--- config.mk ---
export PLATFORM = sky130hd
export DESIGN_NAME = bfa_mem
export DESIGN_NICKNAME = d
export VERILOG_FILES = /design/src/rtl/bfa_mem.sv
export SDC_FILE = /design/constraint.sdc
export NUM_CORES = 2
export LEC_CHECK = 0
export BUFFER_PORTS_ARGS = -buffer_cell sky130_fd_sc_hd__buf_2
export CORE_MARGIN = 2
export CORE_UTILIZATION = 40
export CTS_CLUSTER_DIAMETER = 50
export DETAILED_ROUTE_END_ITERATION = 8
export PLACE_DENSITY_LB_ADDON = 0.12
export SYNTH_ARGS = -nofsm -noshare
export SYNTH_HDL_FRONTEND = slang
export SYNTH_SLANG_ARGS = --single-unit
--- constraint.sdc ---
create_clock -name i_clk -period 7.1 [get_ports i_clk]
set_input_delay 0.71 -clock i_clk [delete_from_list [all_inputs] [get_ports i_clk]]
set_output_delay 0.71 -clock i_clk [all_outputs]
set_load 0.005 [all_outputs]
--- src/rtl/bfa_mem.sv ---
`timescale 1ns / 1ps
// ----------------------------------------------------------------------------
// bfa_mem
// Bitmap store: one write port, one read port with registered read data.
// ----------------------------------------------------------------------------
module bfa_mem #(
    parameter int DEPTH = 128,
    parameter int WIDTH = 32
) (
    input  logic                                       i_clk,
    input  logic                                       i_wr_en,
    input  logic [((DEPTH > 1) ? $clog2(DEPTH) : 1)-1:0] i_wr_addr,
    input  logic [WIDTH-1:0]                           i_wr_data,
    input  logic                                       i_rd_en,
    input  logic [((DEPTH > 1) ? $clog2(DEPTH) : 1)-1:0] i_rd_addr,
    output logic [WIDTH-1:0]                           o_rd_data
);

    logic [WIDTH-1:0] r_mem [DEPTH];
    logic [WIDTH-1:0] r_rd_data;

    always_ff @(posedge i_clk) begin
        if (i_wr_en) begin
            r_mem[i_wr_addr] <= i_wr_data;
        end
    end

    always_ff @(posedge i_clk) begin
        if (i_rd_en) begin
            r_rd_data <= r_mem[i_rd_addr];
        end
    end

    assign o_rd_data = r_rd_data;

endmodule

* Word-level counts from Yosys, hierarchy flattened
Memories as Yosys holds them, arrays and structs flattened. A register that Yosys moved wholly into a read port is not among the register bits.
Cells that the tools add are included.
** Cells by class
- Add/sub/neg operators :: 0
- Multiply operators :: 0
- Divide/modulo/power cells :: 0
- $lt $le $gt $ge :: 0
- Equality and inequality tests :: 0
- Shifts and indexed selects :: 0
- Multiplexer cells :: 2
- Bitwise operators :: 0
- Reduce and logical (&&, ||, !) cells :: 0
** Operators with widths (count)
- 1-bit 2-to-1 mux :: 2
** Storage, ports and cells
- Register bits after elaboration :: 0
- Latch bits :: 0
- Bits in writable memories :: 4096
- Memory bits (read-only) :: 0
- Input port bits :: 49
- Output and inout bits :: 32
- Logic and storage cells :: 3
- Memories kept :: 1
** Memories
- r_mem :: words 128, bits a word 32, read ports 1, clocked after Yosys merged registers in 1, wr ports 1, line 19 : logic [WIDTH-1:0] r_mem [DEPTH];

* Logic depth before layout (Yosys ltp)
- Depth in word-level cells :: 2
- Gate-level depth with buffers :: 8
- Mapped depth without buffers :: 4

* Worst setup path after synthesis
OpenSTA, ideal clock, no wires.
- Kind :: input -> register
- Start point :: input port i_wr_en
- End point :: memory r_mem[98][0] (enable)
- Setup time :: 461 ps
- Arrival :: 3488 ps
- Required time :: 6639 ps
- Slack :: 3151 ps
- Cell stages on the path :: 3
- Buffers on the path :: 1
- Cells stage by stage :: clkbuf_1 nand4_1 nor3_1
** Between the ends
- Word-level cells in the longest chain between the ends :: 2
** Ends and longest elaborated chain
- from (decl) :: line 11 : input logic i_wr_en,
- 1-bit 2-to-1 mux :: line 23 : if (i_wr_en) begin
- 1-bit 2-to-1 mux (implied by the code) :: line 24 : r_mem[i_wr_addr] <= i_wr_data;
- to (decl) :: line 19
No other way between the ends.

==> flow_metrics.env <==
export IMPL_status="complete, no violations"
export IMPL_critical_path_top_delay_family="multiplexers"
export IMPL_worstPathRequired_ns=7.82
export IMPL_period_minus_slack_ns=3.70
export IMPL_routed_wl_um=468000
export IMPL_synth_xor_area_frac=0
export IMPL_path_depth=6
export IMPL_synth_fa_ha_area_frac=0
export IMPL_clkLatencyLatePin_ns=0.98
export IMPL_synth_area_mm2=0.157
export IMPL_fp_coreArea_mm2=0.389
export IMPL_vias_per_cell=5.89
export IMPL_cp_slowest_cell="buf_4"
export IMPL_final_net_count=6516
export IMPL_min_from="i_wr_data[12]"
export IMPL_drive_gt1_frac=0.370
export IMPL_cts_root_buf="clkbuf_16"
export IMPL_yosysSeqAreaShare=0.792
export IMPL_drt_iter0_markers=9484
export IMPL_globalplace_congestion=0.794
export IMPL_crit_type="in2reg"
export IMPL_antenna_found_initial=90
export IMPL_synth_mux_area_fraction=0.196
export IMPL_die_w_um=630
export IMPL_synth_warning_count=0
export IMPL_ir_drop_mv=0.223
export IMPL_critPathMaxStageDelay_ns=0.82
export IMPL_mostFrequentLayoutCells="4128 x edfxtp_1, 1344 x mux4_2, 473 x clkbuf_16"
export IMPL_grtUsageMet1=0.332
export IMPL_final_common_cell="edfxtp_1"
export IMPL_post_cts_buffers=0
export IMPL_fmax_mhz=271
export IMPL_setup_viol=0
export IMPL_rsz0062_at_grt="false"
export IMPL_grt_busiest_layer="met2"
export IMPL_path_max_fanout=57
export IMPL_dpl_hpwl_um=259000
export IMPL_floorplan_initialDensity=0.402
export IMPL_p_leak_nw=55.2
export IMPL_maxCapViolations=0
export IMPL_grt_pass1_vias=73200
export IMPL_cts_buffers=467
export IMPL_relSlewSlack=0.174
export IMPL_grt_use_total=0.235
export IMPL_met2_usage=0.374
export IMPL_io_pin_count=81
export IMPL_hold_buffers=0
export IMPL_post_drt_wl_per_cell_um=38.3
export IMPL_avgSynthCellArea_um2=26.1
export IMPL_r2r_end="o_rd_data[15]"
export IMPL_fillers=31500
export IMPL_ff2ff_setup_slack_ns=4.15
export IMPL_tns_ns=0
export IMPL_place_area_mm2=0.165
export IMPL_tightestPinTransition_ns=1.24
export IMPL_r2r_start="r_mem[18][15]"
export IMPL_ys_types=16
export IMPL_cts_tree="built"
export IMPL_rows=229
export IMPL_cp_arrival_ns=4.41
export IMPL_drc_errors=0
export IMPL_worstSetupStartpointType="input port"
export IMPL_power_total_mw=53.9
export IMPL_post_route_period_util=0.521
export IMPL_hold_class="in2reg"
export IMPL_grt_pass1_wl_um=634000
export IMPL_p_comb_frac=0.049
export IMPL_final_max_slew_viol_count=0
export IMPL_portBuffers=80
export IMPL_grt_met3_usage=0.0407
export IMPL_grt_max_degree=100
export IMPL_p_int_mw=42.2
export IMPL_drtAntennaViolNets=0
export IMPL_cp_common_cell="mux4_2"
export IMPL_final_cell_area_mm2=0.181
export IMPL_synth_top_family_by_area="multiplexers"
export IMPL_cts_sinks=4128
export IMPL_synthSimpleGateAreaFrac=0.00445
export IMPL_firstDrtPassIters=6
export IMPL_fp_dieH_um=630
export IMPL_cp_end_kind="flip-flop"
export IMPL_p_clk_frac=0.448
export IMPL_vias=71900
export IMPL_path_clk_slew_ns=0.06
export IMPL_final_hold_violation_count=0
export IMPL_pwr_share_seq=0.502
export IMPL_grt_overflow=0
export IMPL_hold_end="r_mem[123][12]"
export IMPL_crit_chain="buf_8 > buf_4 > mux4_2 > mux4_2 > mux4_2 > mux2_2"
export IMPL_swShare=0.218
export IMPL_r2r_cells=4
export IMPL_syn_inst=5990
export IMPL_synth_nets=6039
export IMPL_synth_seq_cells=4128
export IMPL_ctsResizeCount=0
export IMPL_clock_path_buffers=4
export IMPL_skew_ns=0.0616
export IMPL_p_sw_mw=11.7
export IMPL_synth_compound_area_frac=0
export IMPL_area_growth_pct=15.8
export IMPL_holdPathStages=1
export IMPL_h_tree_depth=5
export IMPL_die_area_mm2=0.397
export IMPL_critPathBufInv=2
export IMPL_power_density_mw_per_mm2=297
layer usage:
layer | wire length, µm | vias up
li1 | - | 27700
met1 | 196000 | 40700
met2 | 224000 | 2933
met3 | 33500 | 572
met4 | 15000 | 20
met5 | 124 | -
worst reg2reg max path, cell delays in order (launching register included):
cell	delay, ns
edfxtp_1	0.40
mux4_2	0.48
mux4_2	0.66
mux4_2	0.76
mux2_2	0.40
metrics by stage:
stage          hold slack [ns]   util  cells  worst slack, ns
6_report                 0.164  0.466  12200             3.40
5_1_grt                  0.141  0.465  12200             3.30
4_1_cts                 0.0910  0.465  12100             3.43
3_5_place_dp              1.16  0.425  11200             2.36
3_3_place_gp              1.14  0.425  11200             2.36
2_1_floorplan            0.809      -   5990             3.15
power groups by stage:
stage / Sequential, mW / Combinational (mW) / Clock (mW)
floorplan: 27.5 / 1.30 / 0
global placement: 27.6 / 2.67 / 0
detailed placement: 27.6 / 2.70 / 0
CTS: 27.1 / 2.71 / 24.6
global route: 27.1 / 2.78 / 25.6
finish: 27.1 / 2.67 / 24.2
logic make-up (layout without fill, tap and decap cells):
| family | after synthesis | after routing |
|---|---|---|
| other cells | 0 | 145 |
| simple gates | 170 | 170 |
| flops | 4128 | 4128 |
| buf+inv | 316 | 1198 |
| mux | 1376 | 1376 |
registers in the layout, indices dropped and copies added, names as in the netlist:
signal	count
r_mem	4096
o_rd_data	32
how the worst max path moves through the flow:
| stage | start | to | slack, ns |
|---|---|---|---|
| after global placement | i_rd_addr[0] | o_rd_data[15] | 2.36 |
| after CTS | i_rd_addr[0] | o_rd_data[15] | 3.43 |
| after floorplan | i_wr_en | r_mem[98][0] | 3.15 |
| final | i_rd_addr[2] | o_rd_data[26] | 3.40 |
| after detailed placement | i_rd_addr[0] | o_rd_data[15] | 2.36 |
| after global routing | i_rd_addr[0] | o_rd_data[26] | 3.30 |
final cells by class:
cell class | count | area, µm² | share of cell area
flip-flops and latches | 4128 | 124000 | 0.684
multi-input cells | 1546 | 32300 | 0.178
clock buffers | 551 | 12100 | 0.0669
well taps | 5197 | 6500 | 0.0359
clock inverters | 323 | 3370 | 0.0186
repair buffers | 324 | 2690 | 0.0148
diodes | 145 | 363 | 0.00200
Yosys cell counts:
cell type	n	area, µm²
edfxtp_1	4128	124000
mux4_2	1344	30300
clkbuf_1	182	683
nor2_1	122	458
buf_2	79	395
buf_1	50	188
mux2_2	32	360
nand2_1	14	52.6
nand3_1	12	60.1
nor3_1	9	45.0
nor2b_1	7	43.8
buf_4	3	22.5
nand4_1	3	18.8
buf_6	2	22.5
nand2b_1	2	12.5
or3_1	1	6.26
Power figures use the tool's default switching activity.
