**src/rtl/bfa_pkg.sv**
```systemverilog
`timescale 1ns / 1ps
// ----------------------------------------------------------------------------
// bfa_pkg
// Shared types and constants of the bitmap page-frame allocator.
// ----------------------------------------------------------------------------
package bfa_pkg;

    // Default geometry of the bitmap and the page size.
    localparam int MAP_WORDS_DEF  = 128;
    localparam int WORD_BITS_DEF  = 32;
    localparam int PAGE_SHIFT_DEF = 12;

    // Fixed field widths.
    localparam int KEND_W  = 25;
    localparam int FRAME_W = 12;
    localparam int ADDR_W  = 32;
    localparam int STAT_W  = 3;

    // Width used for range compares; holds any frame count or frame number.
    localparam int CMP_W = 34;

    typedef enum logic [1:0] {
        MODE_ALLOC = 2'd0,
        MODE_FREE  = 2'd1,
        MODE_AT    = 2'd2,
        MODE_INIT  = 2'd3
    } t_mode;

    localparam logic [STAT_W-1:0] ST_ALLOCATED = 3'd0;
    localparam logic [STAT_W-1:0] ST_SKIPPED   = 3'd1;
    localparam logic [STAT_W-1:0] ST_FREED     = 3'd2;
    localparam logic [STAT_W-1:0] ST_FULL      = 3'd3;
    localparam logic [STAT_W-1:0] ST_TAKEN     = 3'd4;
    localparam logic [STAT_W-1:0] ST_RANGE     = 3'd5;
    localparam logic [STAT_W-1:0] ST_INIT      = 3'd6;

    typedef struct packed {
        logic [ADDR_W-1:0]  req_addr;
        logic [FRAME_W-1:0] page_frame;
        t_mode              mode;
    } t_req;

    typedef struct packed {
        logic [FRAME_W-1:0] frame;
        logic               mapped;
        logic [STAT_W-1:0]  status;
    } t_result;

endpackage

```
**src/rtl/bfa_ctrl.sv**
```systemverilog
`timescale 1ns / 1ps
// ----------------------------------------------------------------------------
// bfa_ctrl
// Request sequencer: bitmap sweep, lowest-free scan, frame-to-word split
// and read-modify-write of single frame bits.
// ----------------------------------------------------------------------------
module bfa_ctrl #(
    parameter int MAP_WORDS  = 128,
    parameter int WORD_BITS  = 32,
    parameter int PAGE_SHIFT = 12
) (
    input  logic                                               i_clk,
    input  logic                                               i_rst_n,
    input  logic [bfa_pkg::KEND_W-1:0]                         i_kend,
    input  logic                                               i_req_valid,
    output logic                                               o_req_ready,
    input  bfa_pkg::t_req                                      i_req,
    output logic                                               o_res_valid,
    input  logic                                               i_res_ready,
    output bfa_pkg::t_result                                   o_res,
    output logic                                               o_mem_rd_en,
    output logic [((MAP_WORDS > 1) ? $clog2(MAP_WORDS) : 1)-1:0] o_mem_rd_addr,
    input  logic [WORD_BITS-1:0]                               i_mem_rd_data,
    output logic                                               o_mem_wr_en,
    output logic [((MAP_WORDS > 1) ? $clog2(MAP_WORDS) : 1)-1:0] o_mem_wr_addr,
    output logic [WORD_BITS-1:0]                               o_mem_wr_data
);

    import bfa_pkg::*;

    // WORD_BITS is a power of two, so a frame number splits into its word
    // index (upper bits) and its bit position (lower BW bits).
    localparam int FRAME_COUNT = MAP_WORDS * WORD_BITS;
    localparam int FCW         = $clog2(FRAME_COUNT + 1);
    localparam int AW          = (MAP_WORDS > 1) ? $clog2(MAP_WORDS) : 1;
    localparam int BW          = $clog2(WORD_BITS);
    localparam int PAGE_MASK   = (1 << PAGE_SHIFT) - 1;

    localparam logic [AW-1:0]  LAST_WORD = AW'(MAP_WORDS - 1);
    localparam logic [FCW-1:0] WB_STEP   = FCW'(WORD_BITS);

    typedef enum logic [2:0] {
        S_CLEAR,
        S_IDLE,
        S_RD,
        S_CHK,
        S_SCAN,
        S_EMIT
    } t_state;

    t_state         r_state;
    t_mode          r_mode;
    t_result        r_res;
    logic [FRAME_W-1:0] r_pf;
    logic [FCW-1:0] r_frame;
    logic [BW-1:0]  r_rem;
    logic [AW-1:0]  r_q;
    logic [AW-1:0]  r_addr;
    logic [FCW-1:0] r_base;
    logic [AW-1:0]  r_caddr;
    logic [FCW-1:0] r_cbase;
    logic [FCW-1:0] r_n;
    logic           r_init_req;
    logic           r_dv;
    logic           r_last_iss;

    logic              w_full;
    logic [BW-1:0]     w_zero_idx;
    logic [WORD_BITS-1:0] w_init_word;
    logic              w_n_gt;
    logic [FCW-1:0]    w_diff;
    logic [CMP_W-1:0]  w_n_raw;
    logic [FCW-1:0]    w_n_cap;
    logic [CMP_W-1:0]  w_at_frame;
    logic              w_pf_range;
    logic              w_at_range;
    logic [WORD_BITS-1:0] w_bit_mask;
    logic              w_hit;

    // Lowest clear bit of the word coming back from the bitmap.
    always_comb begin
        w_full     = (i_mem_rd_data == '1);
        w_zero_idx = '0;
        for (int b = WORD_BITS - 1; b >= 0; b--) begin
            if (!i_mem_rd_data[b]) begin
                w_zero_idx = BW'(b);
            end
        end
    end

    // Init sweep word: bit b is set when frame base + b lies below the limit.
    always_comb begin
        w_n_gt = (r_n > r_base);
        w_diff = r_n - r_base;
        for (int b = 0; b < WORD_BITS; b++) begin
            w_init_word[b] = w_n_gt && (w_diff > FCW'(b));
        end
    end

    always_comb begin
        w_n_raw    = (CMP_W'(i_kend) + CMP_W'(PAGE_MASK)) >> PAGE_SHIFT;
        w_n_cap    = (w_n_raw > CMP_W'(FRAME_COUNT)) ? FCW'(FRAME_COUNT) : FCW'(w_n_raw);
        w_at_frame = CMP_W'(i_req.req_addr >> PAGE_SHIFT);
        w_pf_range = (CMP_W'(i_req.page_frame) >= CMP_W'(FRAME_COUNT));
        w_at_range = (w_at_frame >= CMP_W'(FRAME_COUNT));
        w_bit_mask = WORD_BITS'(1) << r_rem;
        w_hit      = ((i_mem_rd_data & w_bit_mask) != '0);
    end

    // Memory port control.
    always_comb begin
        o_mem_rd_en   = 1'b0;
        o_mem_rd_addr = r_addr;
        o_mem_wr_en   = 1'b0;
        o_mem_wr_addr = r_addr;
        o_mem_wr_data = w_init_word;
        unique case (r_state)
            S_CLEAR: begin
                o_mem_wr_en = 1'b1;
            end
            S_SCAN: begin
                o_mem_rd_en   = !r_last_iss;
                o_mem_wr_en   = r_dv && !w_full;
                o_mem_wr_addr = r_caddr;
                o_mem_wr_data = i_mem_rd_data | (WORD_BITS'(1) << w_zero_idx);
            end
            S_RD: begin
                o_mem_rd_en   = 1'b1;
                o_mem_rd_addr = r_q;
            end
            S_CHK: begin
                o_mem_wr_addr = r_q;
                if (r_mode == MODE_FREE) begin
                    o_mem_wr_en   = 1'b1;
                    o_mem_wr_data = i_mem_rd_data & ~w_bit_mask;
                end else begin
                    o_mem_wr_en   = !w_hit;
                    o_mem_wr_data = i_mem_rd_data | w_bit_mask;
                end
            end
            default: begin
                o_mem_rd_en = 1'b0;
            end
        endcase
    end

    always_ff @(posedge i_clk) begin
        if (!i_rst_n) begin
            // Reset runs the same sweep as init, with no frames reserved.
            r_state    <= S_CLEAR;
            r_addr     <= '0;
            r_base     <= '0;
            r_n        <= '0;
            r_init_req <= 1'b0;
            r_dv       <= 1'b0;
            r_last_iss <= 1'b0;
        end else begin
            unique case (r_state)
                S_CLEAR: begin
                    r_addr <= r_addr + AW'(1);
                    r_base <= r_base + WB_STEP;
                    if (r_addr == LAST_WORD) begin
                        r_state <= r_init_req ? S_EMIT : S_IDLE;
                    end
                end
                S_IDLE: begin
                    if (i_req_valid) begin
                        r_mode <= i_req.mode;
                        r_pf   <= i_req.page_frame;
                        unique case (i_req.mode)
                            MODE_ALLOC: begin
                                if (i_req.page_frame != '0) begin
                                    r_res   <= '{i_req.page_frame, 1'b0, ST_SKIPPED};
                                    r_state <= S_EMIT;
                                end else begin
                                    r_addr     <= '0;
                                    r_base     <= '0;
                                    r_dv       <= 1'b0;
                                    r_last_iss <= 1'b0;
                                    r_state    <= S_SCAN;
                                end
                            end
                            MODE_FREE: begin
                                if (i_req.page_frame == '0) begin
                                    r_res   <= '{'0, 1'b0, ST_SKIPPED};
                                    r_state <= S_EMIT;
                                end else if (w_pf_range) begin
                                    r_res   <= '{i_req.page_frame, 1'b0, ST_RANGE};
                                    r_state <= S_EMIT;
                                end else begin
                                    r_q     <= AW'(i_req.page_frame >> BW);
                                    r_rem   <= i_req.page_frame[BW-1:0];
                                    r_state <= S_RD;
                                end
                            end
                            MODE_AT: begin
                                if (w_at_range) begin
                                    r_res   <= '{i_req.page_frame, 1'b0, ST_RANGE};
                                    r_state <= S_EMIT;
                                end else begin
                                    r_frame <= FCW'(w_at_frame);
                                    r_q     <= AW'(w_at_frame >> BW);
                                    r_rem   <= w_at_frame[BW-1:0];
                                    r_state <= S_RD;
                                end
                            end
                            MODE_INIT: begin
                                r_n        <= w_n_cap;
                                r_addr     <= '0;
                                r_base     <= '0;
                                r_init_req <= 1'b1;
                                r_res      <= '{'0, 1'b0, ST_INIT};
                                r_state    <= S_CLEAR;
                            end
                            default: begin
                                r_state <= S_IDLE;
                            end
                        endcase
                    end
                end
                S_RD: begin
                    r_state <= S_CHK;
                end
                S_CHK: begin
                    if (r_mode == MODE_FREE) begin
                        r_res <= '{'0, 1'b0, ST_FREED};
                    end else if (w_hit) begin
                        r_res <= '{r_pf, 1'b0, ST_TAKEN};
                    end else begin
                        r_res <= '{FRAME_W'(r_frame), 1'b1, ST_ALLOCATED};
                    end
                    r_state <= S_EMIT;
                end
                S_SCAN: begin
                    // Reads are issued one word ahead of the word being checked.
                    r_dv <= !r_last_iss;
                    if (!r_last_iss) begin
                        r_addr     <= r_addr + AW'(1);
                        r_base     <= r_base + WB_STEP;
                        r_caddr    <= r_addr;
                        r_cbase    <= r_base;
                        r_last_iss <= (r_addr == LAST_WORD);
                    end
                    if (r_dv) begin
                        if (!w_full) begin
                            r_res   <= '{FRAME_W'(r_cbase + FCW'(w_zero_idx)), 1'b1,
                                         ST_ALLOCATED};
                            r_state <= S_EMIT;
                        end else if (r_caddr == LAST_WORD) begin
                            r_res   <= '{'0, 1'b0, ST_FULL};
                            r_state <= S_EMIT;
                        end
                    end
                end
                S_EMIT: begin
                    if (i_res_ready) begin
                        r_init_req <= 1'b0;
                        r_state    <= S_IDLE;
                    end
                end
                default: begin
                    r_state <= S_IDLE;
                end
            endcase
        end
    end

    assign o_req_ready = (r_state == S_IDLE);
    assign o_res_valid = (r_state == S_EMIT);
    assign o_res       = r_res;

endmodule

```
**config.mk**
```make
export PLATFORM = sky130hd
export DESIGN_NAME = bfa_ctrl
export DESIGN_NICKNAME = d
export VERILOG_FILES = /design/src/rtl/bfa_pkg.sv /design/src/rtl/bfa_ctrl.sv
export SDC_FILE = /design/constraint.sdc
export NUM_CORES = 1
export LEC_CHECK = 0
export BUFFER_PORTS_ARGS = -buffer_cell sky130_fd_sc_hd__buf_2
export CAP_MARGIN = 25
export CORE_AREA = 10 10 169 171
export DETAILED_ROUTE_END_ITERATION = 10
export DIE_AREA = 0 0 179 181
export SLEW_MARGIN = 20
export SYNTH_ARGS = -nofsm -noshare
export SYNTH_HDL_FRONTEND = slang
export SYNTH_SLANG_ARGS = --single-unit
```
**constraint.sdc**
```tcl
create_clock -name i_clk -period 3.2 [get_ports i_clk]
set_input_delay 0.16 -clock i_clk [delete_from_list [all_inputs] [get_ports i_clk]]
set_output_delay 0.16 -clock i_clk [all_outputs]
set_load 0.05 [all_outputs]
```
== Word-level counts from Yosys, hierarchy flattened ==
Index checks and enable logic that the tools add are counted.

* Register bits: 112
* Input port bits: 107
* Logic and storage cells: 239

* Add/sub/neg operators: 5
* Order comparisons: 35
* Equality and inequality tests: 28
* Shift-type cells: 2
* Multiplexer cells: 89
* Bitwise operators: 7
* Reduce and logical (&&, ||, !) cells: 56

{| class="wikitable"
|+ Operators with widths
! cell !! count
|-
| $gt 13x5->1 const B || 16
|-
| $mux 5 || 34
|-
| $mux 16 || 9
|-
| $gt 13x4->1 const B || 8
|-
| $and 32x32->32 || 2
|-
| $or 32x32->32 || 2
|-
| $pmux 16 s4 || 1
|-
| $pmux 32 s2 || 1
|-
| $shl 1x5->32 const A || 2
|-
| $gt 13x3->1 const B || 4
|-
| $mux 13 || 4
|-
| $pmux 16 s3 || 1
|-
| $mux 7 || 6
|-
| $pmux 7 s2 || 3
|-
| $pmux 13 s3 || 1
|-
| $logic_and 1x1->1 || 33
|-
| $eq 32x32->1 const B || 1
|-
| $mux 32 || 1
|-
| $not 32->32 || 1
|-
| $reduce_bool 32->1 || 1
|-
| $mux 3 || 9
|-
| $add 25x12->26 const B || 1
|-
| $gt 13x1->1 const B || 2
|-
| $gt 13x2->1 const B || 2
|-
| 38 further kinds || 77
|}

== Longest topological paths before layout ==
* Word-level depth: 36
* Depth in mapped cells: 12
* Gate-level depth less buffers: 12

== Least setup slack after synthesis ==
Ideal clock, no wire load.

* Path type: register to register
* Start point: register r_state[1]
* End point: register r_res, in the netlist o_res[0], enable pin
* Data arrival time: 2909 ps
* Path slack: -139 ps
* Cell stages (with the launch flop): 7
* Path buffers: 2
* Clock period less this slack: 3339 ps
* Cell sequence: dfxtp_1 > buf_2 > or3b_1 > clkbuf_1 > inv_2 > o21ai_0 > nor4_1

* Word-level cells in the longest chain between the ends: 3
* Elaborated cells on any way between the ends: 11
* Those cells by class: eq/ne (9); reduce/logical (2)

{| class="wikitable"
|+ Ends and longest elaborated chain
! element !! RTL line !! text
|-
| start, declared || bfa_ctrl.sv:51 || <nowiki>t_state r_state;</nowiki>
|-
| start signal, assigned || bfa_ctrl.sv:163 || <nowiki>r_state <= r_init_req ? S_EMIT : S_IDLE;</nowiki>
|-
| $eq 3x1->1 * || n/a ||
|-
| named net o_req_ready || bfa_ctrl.sv:16 || <nowiki>output logic o_req_ready,</nowiki>
|-
| $ne 3x3->1 (no line), or another cell as far along || n/a ||
|-
| $reduce_and 8->1 (no line) * || n/a ||
|-
| end signal, assigned || bfa_ctrl.sv:173 || <nowiki>r_res <= '{i_req.page_frame, 1'b0, ST_SKIPPED};</nowiki>
|-
| end signal, assigned || bfa_ctrl.sv:185 || <nowiki>r_res <= '{'0, 1'b0, ST_SKIPPED};</nowiki>
|-
| end signal, assigned || bfa_ctrl.sv:188 || <nowiki>r_res <= '{i_req.page_frame, 1'b0, ST_RANGE};</nowiki>
|-
| end, declared || bfa_ctrl.sv:53 || <nowiki>t_result r_res;</nowiki>
|}

The timed path passes the listed nets; every way through them passes the cells marked *.
A chain may end at the register's enable or synchronous reset.

== Worst setup path in the final report ==
* Start point: register r_base[10]
* End point: output o_mem_wr_data[13]

* Word-level cells in the longest chain between the ends: 4
* Elaborated cells on any way between the ends: 5
* Those cells by class: add/sub (1); order compare (2); mux (1); reduce/logical (1)

{| class="wikitable"
|+ Ends and longest elaborated chain
! element !! RTL line !! text
|-
| start, declared || bfa_ctrl.sv:59 || <nowiki>logic [FCW-1:0] r_base;</nowiki>
|-
| start signal, assigned || bfa_ctrl.sv:161 || <nowiki>r_base <= r_base + WB_STEP;</nowiki>
|-
| start signal, assigned || bfa_ctrl.sv:239 || <nowiki>r_base <= r_base + WB_STEP;</nowiki>
|-
| $sub 13x13->13 || bfa_ctrl.sv:94 || <nowiki>w_diff = r_n - r_base;</nowiki>
|-
| $gt 13x4->1 || bfa_ctrl.sv:96 || <nowiki>w_init_word[b] = w_n_gt && (w_diff > FCW'(b));</nowiki>
|-
| $logic_and 1x1->1 * || bfa_ctrl.sv:96 ||
|-
| $pmux 32 s2 * || bfa_ctrl.sv:117 || <nowiki>unique case (r_state)</nowiki>
|-
| end, declared || bfa_ctrl.sv:26 || <nowiki>output logic [WORD_BITS-1:0] o_mem_wr_data</nowiki>
|}

Mark *: on every way between the ends. The rest lies on a longest branch, timed or not.

==> run metrics <==
area delta synth->final=29.5%; IO buf count=160; worst reg-to-reg setup slack=0.56 ns; Hold Path Class=in -> reg; met3 routed WL=2.43 mm; min Tclk post-route=3.15 ns; worst reg2reg path depth=9; R2R Path End=o_res[10]; ys async rst share=0; Die Ht=181 um; Worst EP required=3.04 ns; final setup vio count=0; hold_sp=i_req[33]; M1 WL=11.9 mm; number of enable flip-flop cells after synthesis=68; CP max stage delay=0.39 ns; P_sw=about 1.1 mW; Mapped Area=0.00765 sq mm; Worst-Skew Late Latency=0.35 ns; GRT Util Overall=0.167; critical path arrival=2.99 ns; CTS tree=yes; MaxCap Viol Count=0; Congestion Overflow GR=0; clock sinks=102; Yosys cell types=78; leak pwr=3.79 nW; Slew @ Worst Pin=1.14 ns; CTS max path bufs=2; met2 wire length=13.4 mm; final worst path period share=0.985; Post-Route WL=28.6 mm; first-pass GRT wire length=around 43 mm; DR top layer=met4; Clock Skew=~0.012 ns; final hold slack=0.00718 ns; dpl hpwl=roughly 22 mm; average wire per standard cell=20.0 um; Seq cells post-synth=102; Clock Pin Slew Worst Setup and Hold Paths=0.07 ns; initial antenna violation count=1; sequence of cells on the critical path=inv_1, ha_2, o21ai_2, o2111ai_1, o2111a_2, o2111ai_4, buf_12, buf_16, o31ai_2, o211ai_1, buf_4; total CTS buffers=9; Setup WS post-layout=about 0.049 ns; H-Tree Depth=3; largest net degree at the start of global routing=25; Post-Syn Area per Cell=8.38 sq um; Main synth FF type=edfxtp_1; Starting Density=0.306; Power Density=approximately 350 mW/mm^2; Critical-path top delay cell=ha_2; largest cells by area after synthesis=edfxtp_1 27%, dfxtp_1 8.9%, nand2_1 5.8%; width of the die=179 um; area fraction of the dominant cell type after synthesis=0.267; number of global-route vias before repair=between 7k and 8k; origin of the worst setup path=r_base[10]; Synth Instances=913; Internal Power=2.33 mW; Cells on Worst Hold Path=1; synth warn=0; remaining antenna violation count=0; r2r startpoint=r_rem[1]; io pins=roughly 170; Synth area leader=edfxtp_1; max_slew headroom=0.238; crit end category=primary output; Setup crit start kind=flip-flop; CTS root buffer=clkbuf_16; Design Area, Final=0.00991 sq mm; share of cells above drive strength 1=0.294; total die area=0.0324 sq mm; cell area after placement=0.00902 sq mm; drt via density=around 5.6; nets=1213; remaining routing DRC violations=0; Critical Path Fanout Max=7; sequential-to-total area share from yosys stat=0.356; status=completed; hold worst-path end=r_frame[7]; Clk pwr share=0.322; pre-CTS setup slack=0.143 ns; Seq pwr share=0.411; Core Region=around 0.025 sq mm; most frequent cells in the layout=136 x buf_2, 118 x nand2_1, 75 x nor2_1; fmax=317 MHz; CP Class=reg -> out; Max VDD drop=0.231 mV; max-slew violations=0; most common cell after layout, fill and taps aside=buf_2; final number of hold-violating endpoints=0; Placed Cells=between 1k and 1.5k; Comb power frac=0.267; final std cells w/o fill=1429; RePlAce Congestion=0.922; DR vias=8046; DRT iter0 DRCs=765; sw frac=0.324; row count=58; drt pass-1 iters=5
## power groups by stage
| stage | registers [mW] | logic (mW) | clock network [mW] |
|---|---|---|---|
| floorplan | 1.44 | 0.529 | 0 |
| global placement | 1.45 | 0.822 | 0 |
| detailed placement | 1.45 | 0.825 | 0 |
| CTS | 1.42 | 0.875 | 1.13 |
| global route | 1.42 | 0.964 | 1.19 |
| finish | 1.42 | 0.919 | 1.11 |
## final cells by class
class                      count  area, sq um
fill                        2540        15100
multi-input combinational    732         4920
sequential                   102         2740
timing repair buffer         219         1430
tap                          330          413
clock buffer                  11          233
inverter                      29          116
clock inverter                 5         66.3
antenna                        1         2.50
## repair_timing
action	4_1_cts	5_1_grt
endpoints found under the hold margin	2	1
gates cloned	2	0
hold buffers	2	1
setup buffers	4	11
setup endpoints to repair	31	32
gates resized for setup	41	53
pin swaps	7	16
## cell usage after synthesis (11+ instances only)
master      n
a21oi_1    35
a22oi_1    35
a31oi_1    12
and2_1     21
clkbuf_1   33
dfxtp_1    34
edfxtp_1   68
ha_1       13
inv_1      28
mux2_2     19
mux2i_1    16
nand2_1   119
nand3_1    28
nand4_1    22
nor2_1     77
nor2b_1    14
nor3_1     23
nor4_1     16
o211ai_1   19
o21ai_0    65
o21ai_1    11
o221ai_1   16
xnor2_1    17
xor2_1     14
## how the worst max path moves through the flow
stage,endpoint,slack [ns],cells past startpoint
2_1_floorplan,o_mem_wr_data[16],0.14,9
3_3_place_gp,o_mem_wr_data[6],0.18,12
3_5_place_dp,o_mem_wr_data[17],0.14,12
4_1_cts,o_mem_wr_data[13],0.01,13
5_1_grt,o_mem_wr_data[13],-0.05,11
6_report,o_mem_wr_data[13],0.05,11
## stage by stage
stage / setup TNS (ns) / total power, mW / util
2_1_floorplan: 0 / 1.97 / -
3_3_place_gp: 0 / 2.27 / 0.360
3_5_place_dp: 0 / 2.27 / 0.360
4_1_cts: 0 / 3.42 / 0.384
5_1_grt: -0.242 / 3.57 / 0.396
6_report: 0 / 3.45 / 0.396
## layer usage
metal / global-route usage / vias up
li1: - / 3815
met2: 0.266 / 371
met3: 0.0329 / 58
met4: 0.0543 / 0
met1: 0.220 / 3802
met5: 0 / -
## cells by family after synthesis
group           share of synthesized area
simple gates                        0.239
compound gates                      0.245
flops                               0.356
buf+inv                            0.0433
mux                                0.0597
xor+xnor                           0.0355
fa+ha+maj                          0.0212
other cells                      0.000981
## sequential cells by signal, summed over array words and instances (netlist names), 3 cells and up
signal / flops
o_res: 16
r_addr: 7
r_rem: 5
r_pf: 12
r_caddr: 7
r_state: 3
r_cbase: 7
r_q: 7
r_base: 8
r_n: 13
r_frame: 12
## worst max-delay path, delay by kind of cell (launching register included)
| family | cells | cell delay (ns) |
|---|---|---|
| AOI/OAI and AO/OA | 6 | 1.20 |
| buffers and inverters | 4 | 0.67 |
| adders and majority gates | 1 | 0.39 |
| DFF | 1 | 0.36 |
Note: power is estimated with default switching activity, not from simulation.
